--- config.mk ---
export PLATFORM = sky130hd
export DESIGN_NAME = telemetry_frame_receiver_ack
export DESIGN_NICKNAME = d
export VERILOG_FILES = /design/src/hdl/trf_pkg.sv /design/src/hdl/trf_queue.sv /design/src/hdl/trf_front.sv /design/src/hdl/trf_back.sv /design/src/hdl/telemetry_frame_receiver_ack.sv
export SDC_FILE = /design/constraint.sdc
export NUM_CORES = 1
export LEC_CHECK = 0
export CORE_UTILIZATION = 35
export CTS_CLUSTER_DIAMETER = 50
export DETAILED_ROUTE_END_ITERATION = 10
export DONT_BUFFER_PORTS = 1
export GPL_ROUTABILITY_DRIVEN = 0
export PLACE_DENSITY = 0.46
export SKIP_CTS_REPAIR_TIMING = 1
export SLEW_MARGIN = 15
export SYNTH_ARGS = -nofsm -noshare
export SYNTH_HDL_FRONTEND = slang
export SYNTH_SLANG_ARGS = --single-unit
--- constraint.sdc ---
create_clock -name clk -period 12.4 [get_ports clk]
set_input_delay 1.24 -clock clk [delete_from_list [all_inputs] [get_ports clk]]
set_output_delay 1.24 -clock clk [all_outputs]
set_load 0.1 [all_outputs]
--- src/hdl/trf_pkg.sv ---
`timescale 1ns / 1ps

package trf_pkg;

  // Receive parser phases.
  typedef enum logic [2:0] {
    PH_HDR1,
    PH_HDR2,
    PH_FUNC,
    PH_LEN,
    PH_DATA,
    PH_SUM
  } phase_t;

  // Work handed from the parser to the response engine.
  typedef enum logic [1:0] {
    CMD_ACK,
    CMD_GAINS,
    CMD_LOAD
  } cmd_kind_t;

  typedef struct packed {
    cmd_kind_t   kind;
    logic [7:0]  func;
    logic [7:0]  csum;
  } cmd_t;

  // Response engine states.
  typedef enum logic [1:0] {
    ST_IDLE,
    ST_LOAD,
    ST_EMIT
  } back_state_t;

  localparam logic [7:0] SYNC1      = 8'hAA;
  localparam logic [7:0] SYNC2      = 8'hAF;
  localparam logic [7:0] FUNC_LIMIT = 8'hF1;
  localparam logic [7:0] ACK_ID     = 8'hEF;
  localparam logic [7:0] ACK_LEN    = 8'h02;
  localparam logic [7:0] GAIN_ID    = 8'h10;
  localparam logic [7:0] FN_READ    = 8'h01;
  localparam logic [7:0] FN_WRITE   = 8'h10;
  localparam logic [7:0] FN_ACK_LO  = 8'h13;
  localparam logic [7:0] FN_ACK_HI  = 8'h15;

  // Acknowledge frame: AA AA EF 02 function checksum sum.
  localparam int ACK_BYTES = 7;

  // Gains are sent scaled by this factor.
  localparam logic [15:0] GAIN_SCALE = 16'd1000;

  // floor(x / 1000) == (x * RECIP) >> RECIP_SHIFT for every x up to 32768.
  localparam logic [15:0] RECIP       = 16'd33555;
  localparam int          RECIP_SHIFT = 25;

endpackage

--- src/hdl/trf_queue.sv ---
`timescale 1ns / 1ps

module trf_queue (
  input  logic          clk,
  input  logic          rst,
  input  logic          push,
  input  trf_pkg::cmd_t push_cmd,
  output logic          full,
  input  logic          pop,
  output trf_pkg::cmd_t pop_cmd,
  output logic          empty
);

  trf_pkg::cmd_t entries [2];
  logic          wr_ptr;
  logic          rd_ptr;
  logic [1:0]    count;

  assign full    = (count == 2'd2);
  assign empty   = (count == 2'd0);
  assign pop_cmd = entries[rd_ptr];

  always_ff @(posedge clk) begin
    if (push) begin
      entries[wr_ptr] <= push_cmd;
    end
  end

  always_ff @(posedge clk) begin
    if (rst) begin
      wr_ptr <= 1'b0;
      rd_ptr <= 1'b0;
      count  <= 2'd0;
    end else begin
      if (push) begin
        wr_ptr <= ~wr_ptr;
      end
      if (pop) begin
        rd_ptr <= ~rd_ptr;
      end
      if (push && !pop) begin
        count <= count + 2'd1;
      end else if (pop && !push) begin
        count <= count - 2'd1;
      end
    end
  end

`ifndef NO_ASSERTIONS
  a_no_overflow: assert property (@(posedge clk) disable iff (rst) !(push && full))
    else $error("command pushed into a full queue");
  a_no_underflow: assert property (@(posedge clk) disable iff (rst) !(pop && empty))
    else $error("command popped from an empty queue");
`endif

endmodule

--- src/hdl/trf_front.sv ---
`timescale 1ns / 1ps

module trf_front #(
  parameter int LENGTH_LIMIT = 50,
  parameter int GAIN_WORDS   = 9,
  localparam int WAW = (GAIN_WORDS > 1) ? $clog2(GAIN_WORDS) : 1
) (
  input  logic           clk,
  input  logic           rst,
  input  logic           in_valid,
  output logic           in_ready,
  input  logic [7:0]     rx_byte,
  output logic           q_push,
  output trf_pkg::cmd_t  q_cmd,
  input  logic           q_full,
  input  logic           load_done,
  input  logic [WAW-1:0] rd_addr,
  output logic [15:0]    rd_word
);

  localparam int PAYLOAD_BYTES = 2 * GAIN_WORDS;

  trf_pkg::phase_t phase;
  trf_pkg::phase_t phase_next;
  logic [5:0]      bytes_left;
  logic [5:0]      payload_index;
  logic [7:0]      running_sum;
  logic [7:0]      function_code;
  logic [7:0]      even_bank [GAIN_WORDS];
  logic [7:0]      odd_bank  [GAIN_WORDS];
  logic            load_pend;

  logic            accept;
  logic            sum_ok;
  logic            store_en;
  logic            code_ack;

  // Input is held off while a gain load still reads the payload banks.
  assign in_ready = !q_full && !load_pend;
  assign accept   = in_valid && in_ready;
  assign rd_word  = {even_bank[rd_addr], odd_bank[rd_addr]};

  always_comb begin
    phase_next = phase;
    if (accept) begin
      case (phase)
        trf_pkg::PH_HDR1: begin
          phase_next = (rx_byte == trf_pkg::SYNC1) ? trf_pkg::PH_HDR2 : trf_pkg::PH_HDR1;
        end
        trf_pkg::PH_HDR2: begin
          phase_next = (rx_byte == trf_pkg::SYNC2) ? trf_pkg::PH_FUNC : trf_pkg::PH_HDR1;
        end
        trf_pkg::PH_FUNC: begin
          phase_next = (rx_byte < trf_pkg::FUNC_LIMIT) ? trf_pkg::PH_LEN : trf_pkg::PH_HDR1;
        end
        trf_pkg::PH_LEN: begin
          phase_next = (rx_byte < 8'(LENGTH_LIMIT)) ? trf_pkg::PH_DATA : trf_pkg::PH_HDR1;
        end
        trf_pkg::PH_DATA: begin
          if (bytes_left == 6'd0) begin
            phase_next = trf_pkg::PH_HDR1;
          end else if (bytes_left == 6'd1) begin
            phase_next = trf_pkg::PH_SUM;
          end else begin
            phase_next = trf_pkg::PH_DATA;
          end
        end
        default: begin
          phase_next = trf_pkg::PH_HDR1;
        end
      endcase
    end
  end

  always_comb begin
    sum_ok   = (rx_byte == running_sum);
    code_ack = (function_code >= trf_pkg::FN_ACK_LO) && (function_code <= trf_pkg::FN_ACK_HI);
    store_en = accept && (phase == trf_pkg::PH_DATA) && (bytes_left != 6'd0) &&
               (payload_index < 6'(PAYLOAD_BYTES));
    q_cmd.func = function_code;
    q_cmd.csum = running_sum;
    if (function_code == trf_pkg::FN_READ) begin
      q_cmd.kind = trf_pkg::CMD_GAINS;
    end else if (function_code == trf_pkg::FN_WRITE) begin
      q_cmd.kind = trf_pkg::CMD_LOAD;
    end else begin
      q_cmd.kind = trf_pkg::CMD_ACK;
    end
    q_push = accept && (phase == trf_pkg::PH_SUM) && sum_ok &&
             ((function_code == trf_pkg::FN_READ) || (function_code == trf_pkg::FN_WRITE) ||
              code_ack);
  end

  always_ff @(posedge clk) begin
    if (rst) begin
      phase         <= trf_pkg::PH_HDR1;
      bytes_left    <= 6'd0;
      payload_index <= 6'd0;
      running_sum   <= 8'd0;
      function_code <= 8'd0;
      load_pend     <= 1'b0;
      for (int i = 0; i < GAIN_WORDS; i++) begin
        even_bank[i] <= 8'd0;
        odd_bank[i]  <= 8'd0;
      end
    end else begin
      phase <= phase_next;
      if (q_push && (q_cmd.kind == trf_pkg::CMD_LOAD)) begin
        load_pend <= 1'b1;
      end else if (load_done) begin
        load_pend <= 1'b0;
      end
      if (accept) begin
        // A mismatch lands in the first header phase, which reloads the sum.
        if (phase == trf_pkg::PH_HDR1) begin
          running_sum <= trf_pkg::SYNC1;
        end else begin
          running_sum <= running_sum + rx_byte;
        end
        if (phase == trf_pkg::PH_FUNC) begin
          function_code <= rx_byte;
        end
        if (phase == trf_pkg::PH_LEN) begin
          bytes_left    <= rx_byte[5:0];
          payload_index <= 6'd0;
        end
        if ((phase == trf_pkg::PH_DATA) && (bytes_left != 6'd0)) begin
          bytes_left    <= bytes_left - 6'd1;
          payload_index <= payload_index + 6'd1;
        end
      end
      if (store_en) begin
        if (payload_index[0]) begin
          odd_bank[payload_index[WAW:1]] <= rx_byte;
        end else begin
          even_bank[payload_index[WAW:1]] <= rx_byte;
        end
      end
    end
  end

`ifndef NO_ASSERTIONS
  a_hold_during_load: assert property (@(posedge clk) disable iff (rst)
      load_pend |-> !in_ready)
    else $error("input taken while a gain load is pending");
`endif

endmodule

--- src/hdl/trf_back.sv ---
`timescale 1ns / 1ps

module trf_back #(
  parameter int GAIN_WORDS = 9,
  localparam int WAW = (GAIN_WORDS > 1) ? $clog2(GAIN_WORDS) : 1
) (
  input  logic           clk,
  input  logic           rst,
  input  logic           q_empty,
  output logic           q_pop,
  input  trf_pkg::cmd_t  q_cmd,
  output logic           load_done,
  output logic [WAW-1:0] rd_addr,
  input  logic [15:0]    rd_word,
  output logic           out_valid,
  input  logic           out_ready,
  output logic [7:0]     tx_byte,
  output logic           frame_last
);

  localparam int GAIN_BYTES = 5 + 2 * GAIN_WORDS;

  trf_pkg::back_state_t state;
  trf_pkg::back_state_t state_next;
  trf_pkg::cmd_t        cur;
  logic [WAW-1:0]       widx;
  logic [5:0]           bidx;
  logic [7:0]           tx_sum;
  logic [6:0]           gain_store [GAIN_WORDS];

  logic        emit;
  logic        is_last;
  logic [5:0]  last_idx;
  logic [5:0]  pay_k;
  logic [15:0] gprod;
  logic [7:0]  byte_sel;
  logic        neg;
  logic [15:0] mag;
  logic [31:0] prod;
  logic [6:0]  quo;
  logic [6:0]  gain_new;

  assign rd_addr = widx;

  // Truncating divide by the gain scale: magnitude, reciprocal multiply, sign back.
  always_comb begin
    neg      = rd_word[15];
    mag      = neg ? (16'd0 - rd_word) : rd_word;
    prod     = 32'(mag * trf_pkg::RECIP);
    quo      = prod[trf_pkg::RECIP_SHIFT +: 7];
    gain_new = neg ? (7'd0 - quo) : quo;
  end

  always_comb begin
    last_idx = (cur.kind == trf_pkg::CMD_GAINS) ? 6'(GAIN_BYTES - 1) : 6'(trf_pkg::ACK_BYTES - 1);
    is_last  = (bidx == last_idx);
    pay_k    = bidx - 6'd4;
    gprod    = 16'({{9{gain_store[pay_k[WAW:1]][6]}}, gain_store[pay_k[WAW:1]]} *
                   trf_pkg::GAIN_SCALE);
    if (is_last) begin
      byte_sel = tx_sum;
    end else if (bidx < 6'd2) begin
      byte_sel = trf_pkg::SYNC1;
    end else if (cur.kind == trf_pkg::CMD_GAINS) begin
      if (bidx == 6'd2) begin
        byte_sel = trf_pkg::GAIN_ID;
      end else if (bidx == 6'd3) begin
        byte_sel = 8'(2 * GAIN_WORDS);
      end else begin
        byte_sel = pay_k[0] ? gprod[7:0] : gprod[15:8];
      end
    end else begin
      if (bidx == 6'd2) begin
        byte_sel = trf_pkg::ACK_ID;
      end else if (bidx == 6'd3) begin
        byte_sel = trf_pkg::ACK_LEN;
      end else if (bidx == 6'd4) begin
        byte_sel = cur.func;
      end else begin
        byte_sel = cur.csum;
      end
    end
  end

  always_comb begin
    q_pop     = (state == trf_pkg::ST_IDLE) && !q_empty;
    load_done = (state == trf_pkg::ST_LOAD) && (widx == WAW'(GAIN_WORDS - 1));
    emit      = (state == trf_pkg::ST_EMIT) && (!out_valid || out_ready);
  end

  always_comb begin
    state_next = state;
    case (state)
      trf_pkg::ST_IDLE: begin
        if (!q_empty) begin
          state_next = (q_cmd.kind == trf_pkg::CMD_LOAD) ? trf_pkg::ST_LOAD : trf_pkg::ST_EMIT;
        end
      end
      trf_pkg::ST_LOAD: begin
        if (load_done) begin
          state_next = trf_pkg::ST_EMIT;
        end
      end
      trf_pkg::ST_EMIT: begin
        if (emit && is_last) begin
          state_next = trf_pkg::ST_IDLE;
        end
      end
      default: begin
        state_next = trf_pkg::ST_IDLE;
      end
    endcase
  end

  always_ff @(posedge clk) begin
    if (rst) begin
      state     <= trf_pkg::ST_IDLE;
      out_valid <= 1'b0;
      widx      <= '0;
      bidx      <= 6'd0;
      tx_sum    <= 8'd0;
      for (int i = 0; i < GAIN_WORDS; i++) begin
        gain_store[i] <= 7'd0;
      end
    end else begin
      state <= state_next;
      if (q_pop) begin
        cur    <= q_cmd;
        widx   <= '0;
        bidx   <= 6'd0;
        tx_sum <= 8'd0;
      end
      if (state == trf_pkg::ST_LOAD) begin
        gain_store[widx] <= gain_new;
        widx             <= widx + 1'b1;
      end
      if (emit) begin
        tx_byte    <= byte_sel;
        frame_last <= is_last;
        out_valid  <= 1'b1;
        bidx       <= bidx + 6'd1;
        tx_sum     <= tx_sum + byte_sel;
      end else if (out_ready) begin
        out_valid <= 1'b0;
      end
    end
  end

`ifndef NO_ASSERTIONS
  a_ack_after_load: assert property (@(posedge clk) disable iff (rst)
      load_done |=> (state == trf_pkg::ST_EMIT) && (bidx == 6'd0))
    else $error("acknowledge does not start right after the gain load");
`endif

endmodule

--- src/hdl/telemetry_frame_receiver_ack.sv ---
`timescale 1ns / 1ps

// Telemetry frame receiver with acknowledge and gain readback.
// The input channel (in_valid, in_ready, rx_byte) takes one received word per
// handshake. Frames are AA AF, function, length, payload and an 8-bit sum.
// The output channel (out_valid, out_ready, tx_byte, frame_last) returns the
// response frame one word per handshake, with frame_last on its final word.
// A read request (function 0x01) answers with the gain frame of 5 + 2 *
// GAIN_WORDS words; a gain write (0x10) and codes 0x13 to 0x15 answer with a
// 7-word acknowledge. Other frames give no response.
// A response starts once its checksum word is taken and its command has
// passed through the queue, then streams one word per cycle while out_ready
// is high. A gain write first does one divide by 1000 per cycle, one per
// gain word, before its acknowledge. The parser queues up to two responses,
// so it keeps taking words while a frame goes out; it holds in_ready low
// when that queue is full and while a gain write is being applied.
// A stalled receiver holds the current word in the output register.
// Reset clears the parser to wait for a new header, empties the queue, and
// zeroes the stored payload and gains.
module telemetry_frame_receiver_ack #(
  parameter int LENGTH_LIMIT = 50,
  parameter int GAIN_WORDS   = 9
) (
  input  logic       clk,
  input  logic       rst,
  input  logic       in_valid,
  output logic       in_ready,
  input  logic [7:0] rx_byte,
  output logic       out_valid,
  input  logic       out_ready,
  output logic [7:0] tx_byte,
  output logic       frame_last
);

  localparam int WAW = (GAIN_WORDS > 1) ? $clog2(GAIN_WORDS) : 1;

  // Commands from the parser to the response engine.
  trf_pkg::cmd_t  push_cmd;
  trf_pkg::cmd_t  pop_cmd;
  logic           q_push;
  logic           q_pop;
  logic           q_full;
  logic           q_empty;

  // The response engine reads payload words during a gain write.
  logic           load_done;
  logic [WAW-1:0] rd_addr;
  logic [15:0]    rd_word;

  trf_front #(
    .LENGTH_LIMIT(LENGTH_LIMIT),
    .GAIN_WORDS  (GAIN_WORDS)
  ) u_front (
    .clk      (clk),
    .rst      (rst),
    .in_valid (in_valid),
    .in_ready (in_ready),
    .rx_byte  (rx_byte),
    .q_push   (q_push),
    .q_cmd    (push_cmd),
    .q_full   (q_full),
    .load_done(load_done),
    .rd_addr  (rd_addr),
    .rd_word  (rd_word)
  );

  trf_queue u_queue (
    .clk     (clk),
    .rst     (rst),
    .push    (q_push),
    .push_cmd(push_cmd),
    .full    (q_full),
    .pop     (q_pop),
    .pop_cmd (pop_cmd),
    .empty   (q_empty)
  );

  trf_back #(
    .GAIN_WORDS(GAIN_WORDS)
  ) u_back (
    .clk       (clk),
    .rst       (rst),
    .q_empty   (q_empty),
    .q_pop     (q_pop),
    .q_cmd     (pop_cmd),
    .load_done (load_done),
    .rd_addr   (rd_addr),
    .rd_word   (rd_word),
    .out_valid (out_valid),
    .out_ready (out_ready),
    .tx_byte   (tx_byte),
    .frame_last(frame_last)
  );

endmodule
==> results.json <==
{
  "status": "finished, final reports clean",
  "ys_top_cells_by_area": "edfxtp_1 49%, mux4_2 8.9%, ha_1 8.5%",
  "yosysWarnings": 0,
  "grt-ovfl-total": 0,
  "layout_setup_ws_ns": 1.78,
  "slew_viol_final": 0,
  "synth_area_um2": 26500,
  "cap_violations": 0,
  "grt_use_total_pct": 16.6,
  "critPathRequiredTime_ns": 12.67,
  "dpl.cell_count": 3037,
  "crit_type": "register to register",
  "hold_start": "u_front.function_code[5]$_SDFFE_PP0P_",
  "fin_crit_ns": 10.62,
  "dpl-instance-area_um2": 27900,
  "ys_seq_area_share_pct": 53.6,
  "yosys_most_used_dff": "edfxtp_1",
  "whs_path_depth": 0,
  "nets": 2391,
  "dp_hpwl_um": 42900,
  "synthCells": 2025,
  "antennaDiodeCount": 0,
  "drc": 0,
  "hold_slack_ns": 0.482,
  "fp.coreArea_um2": 74600,
  "htreeDepth": 3,
  "die_h_um": 277,
  "pre_cts_slack_ns": 1.74,
  "wirelength_um": 62400,
  "initial_utilization_pct": 35.5,
  "crit_fanout": 47,
  "grt_pass1_vias": 16600,
  "startpoint_type": "register",
  "clock-sinks": 493,
  "clkTransAtPathRegs_ns": 0.06,
  "wl_per_cell_um": 19.8,
  "slowest_stage": "dfxtp_4",
  "root_buffer": "clkbuf_16",
  "die_width_um": 277,
  "finalClockSkew_ns": 0.0319,
  "synth_top_area_share_pct": 48.9,
  "finalHoldViolCount": 0,
  "cts_buffers": 69,
  "peakVddDrop_uv": 99.6,
  "first_iter_violations": 1021,
  "cp_data_arrival_time_ns": 10.88,
  "period_share_pct": 85.6,
  "antenna_found_initial": 3,
  "hp-class": "register to register",
  "row_count": 100,
  "rr_worst_depth": 28,
  "final_cell_mix": "431 x edfxtp_1, 195 x inv_1, 189 x nor2_1, 179 x ha_1, 126 x and2_1",
  "power_mw": 6.19,
  "setup-tns-final_ns": 0,
  "grt_max_degree": 92,
  "vias": 15700,
  "vias_per_cell": 4.98,
  "worst_skew_pair.late_latency_ns": 0.61,
  "grt_pass1_wl_um": 97900,
  "fmax_ghz": 0.0942,
  "synthArstFlopShare_pct": 0,
  "final_cells": 3158,
  "cts_tree": "yes",
  "ys_types": 71,
  "tightest_slew_ns": 1.12,
  "setup_viol": 0,
  "r2r_end": "u_back.gain_store[9][4]$_DFFE_PP_",
  "r2r_setup_slack_ns": 1.78,
  "min_to": "u_queue.entries[0][13]$_DFFE_PP_",
  "final_common_cell": "edfxtp_1",
  "power.density_nw_per_um2": 205,
  "fin_util_pct": 40.5,
  "die_area_um2": 76700,
  "drt_first_pass_iters": 5,
  "fin_area_um2": 30200,
  "ant_nets": 0,
  "leakage_nw": 11.7,
  "max_slew_margin_pct": 25.1,
  "grt_setup_unrepaired": "no",
  "clk_path_buf_depth": 3,
  "cp_common_cell": "inv_1",
  "portBuffers": 0,
  "drive_gt1_share_pct": 13.0,
  "synth_largest_area_cell": "edfxtp_1",
  "syn_to_final_growth_pct": 14.1,
  "ys_ff_latch": 493,
  "synth_edf_count": 431,
  "ios": 23,
  "synth_area_per_cell_um2": 13.1,
  "critPathMaxStageDelay_ns": 1.03,
  "end_kind": "register"
}
-- routing by layer --
metal,wire (um),global-route usage [%]
met3,2490,2.71
met2,29500,27.3
met5,0,0
met1,29000,22.7
met4,1430,5.00
-- state kept, by name, summed over array words and instances (netlist names), 3 cells and up, named ones only --
name	flops
u_back.bidx	6
u_back.cur	18
u_back.gain_store	112
u_back.rd_addr	4
u_back.tx_byte	8
u_back.tx_sum	8
u_front.bytes_left	6
u_front.even_bank	128
u_front.function_code	8
u_front.odd_bank	128
u_front.payload_index	6
u_front.phase	3
u_front.running_sum	8
u_queue.entries	36
-- report_power, final --
part	internal, mW	leakage (nW)	switching (mW)
clock	1.22	1.13	0.757
sequential	1.97	4.67	0.102
combinational	0.858	5.87	1.29
total	4.05	11.7	2.14
-- Yosys cell counts, drive strengths merged (34+ instances only) --
cell	n
edfxtp	431
inv	195
nor2	189
ha	179
and2	126
mux4	105
nand2	83
a21oi	76
clkbuf	63
dfxtp	62
fa	61
xnor2	38
nand3	34
-- critical path, delay by kind of cell, from the launching register on --
family / cells / cell delay [ns]
flops: 1 / 1.03
buf+inv: 7 / 1.28
simple gates: 4 / 1.52
compound gates: 7 / 1.63
mux: 2 / 1.07
fa+ha+maj: 6 / 2.62
xor+xnor: 2 / 1.11
-- how the worst max path moves through the flow --
stage / start / slack [ns] / cells after the start / to
floorplan: register / 3.23 / 35 / u_back.gain_store[10][2]$_DFFE_PP_
detailed placement: register / 1.74 / 28 / u_back.gain_store[12][4]$_DFFE_PP_
global placement: register / 2.03 / 29 / u_back.gain_store[14][4]$_DFFE_PP_
global route: register / 1.03 / 28 / u_back.gain_store[12][4]$_DFFE_PP_
finish: register / 1.78 / 28 / u_back.gain_store[9][4]$_DFFE_PP_
CTS: register / 1.75 / 28 / u_back.gain_store[12][4]$_DFFE_PP_
-- cell families (layout without fill, tap and decap cells) --
| kind of cell | Yosys count | in the layout | synth area share (%) |
|---|---|---|---|
| AOI/OAI and AO/OA | 228 | 228 | 5.66 |
| xor gates and xnor gates | 59 | 59 | 1.98 |
| DFF | 493 | 493 | 53.6 |
| muxes | 144 | 144 | 10.5 |
| buffers and inverters | 281 | 334 | 4.13 |
| and+or+nand+nor | 579 | 579 | 11.0 |
| adders and majority gates | 240 | 240 | 13.1 |
| other | 1 | 112 | 0.0142 |
-- final cells by class --
type | count | area, um^2
Fill cell | 7039 | 44400
Sequential cell | 493 | 14200
Multi-Input combinational cell | 1362 | 11600
Clock buffer | 81 | 1830
Tap cell | 969 | 1210
Inverter | 197 | 739
Clock inverter | 40 | 487
Timing Repair Buffer | 16 | 120
No activity file was read; power rests on OpenSTA's default activity.
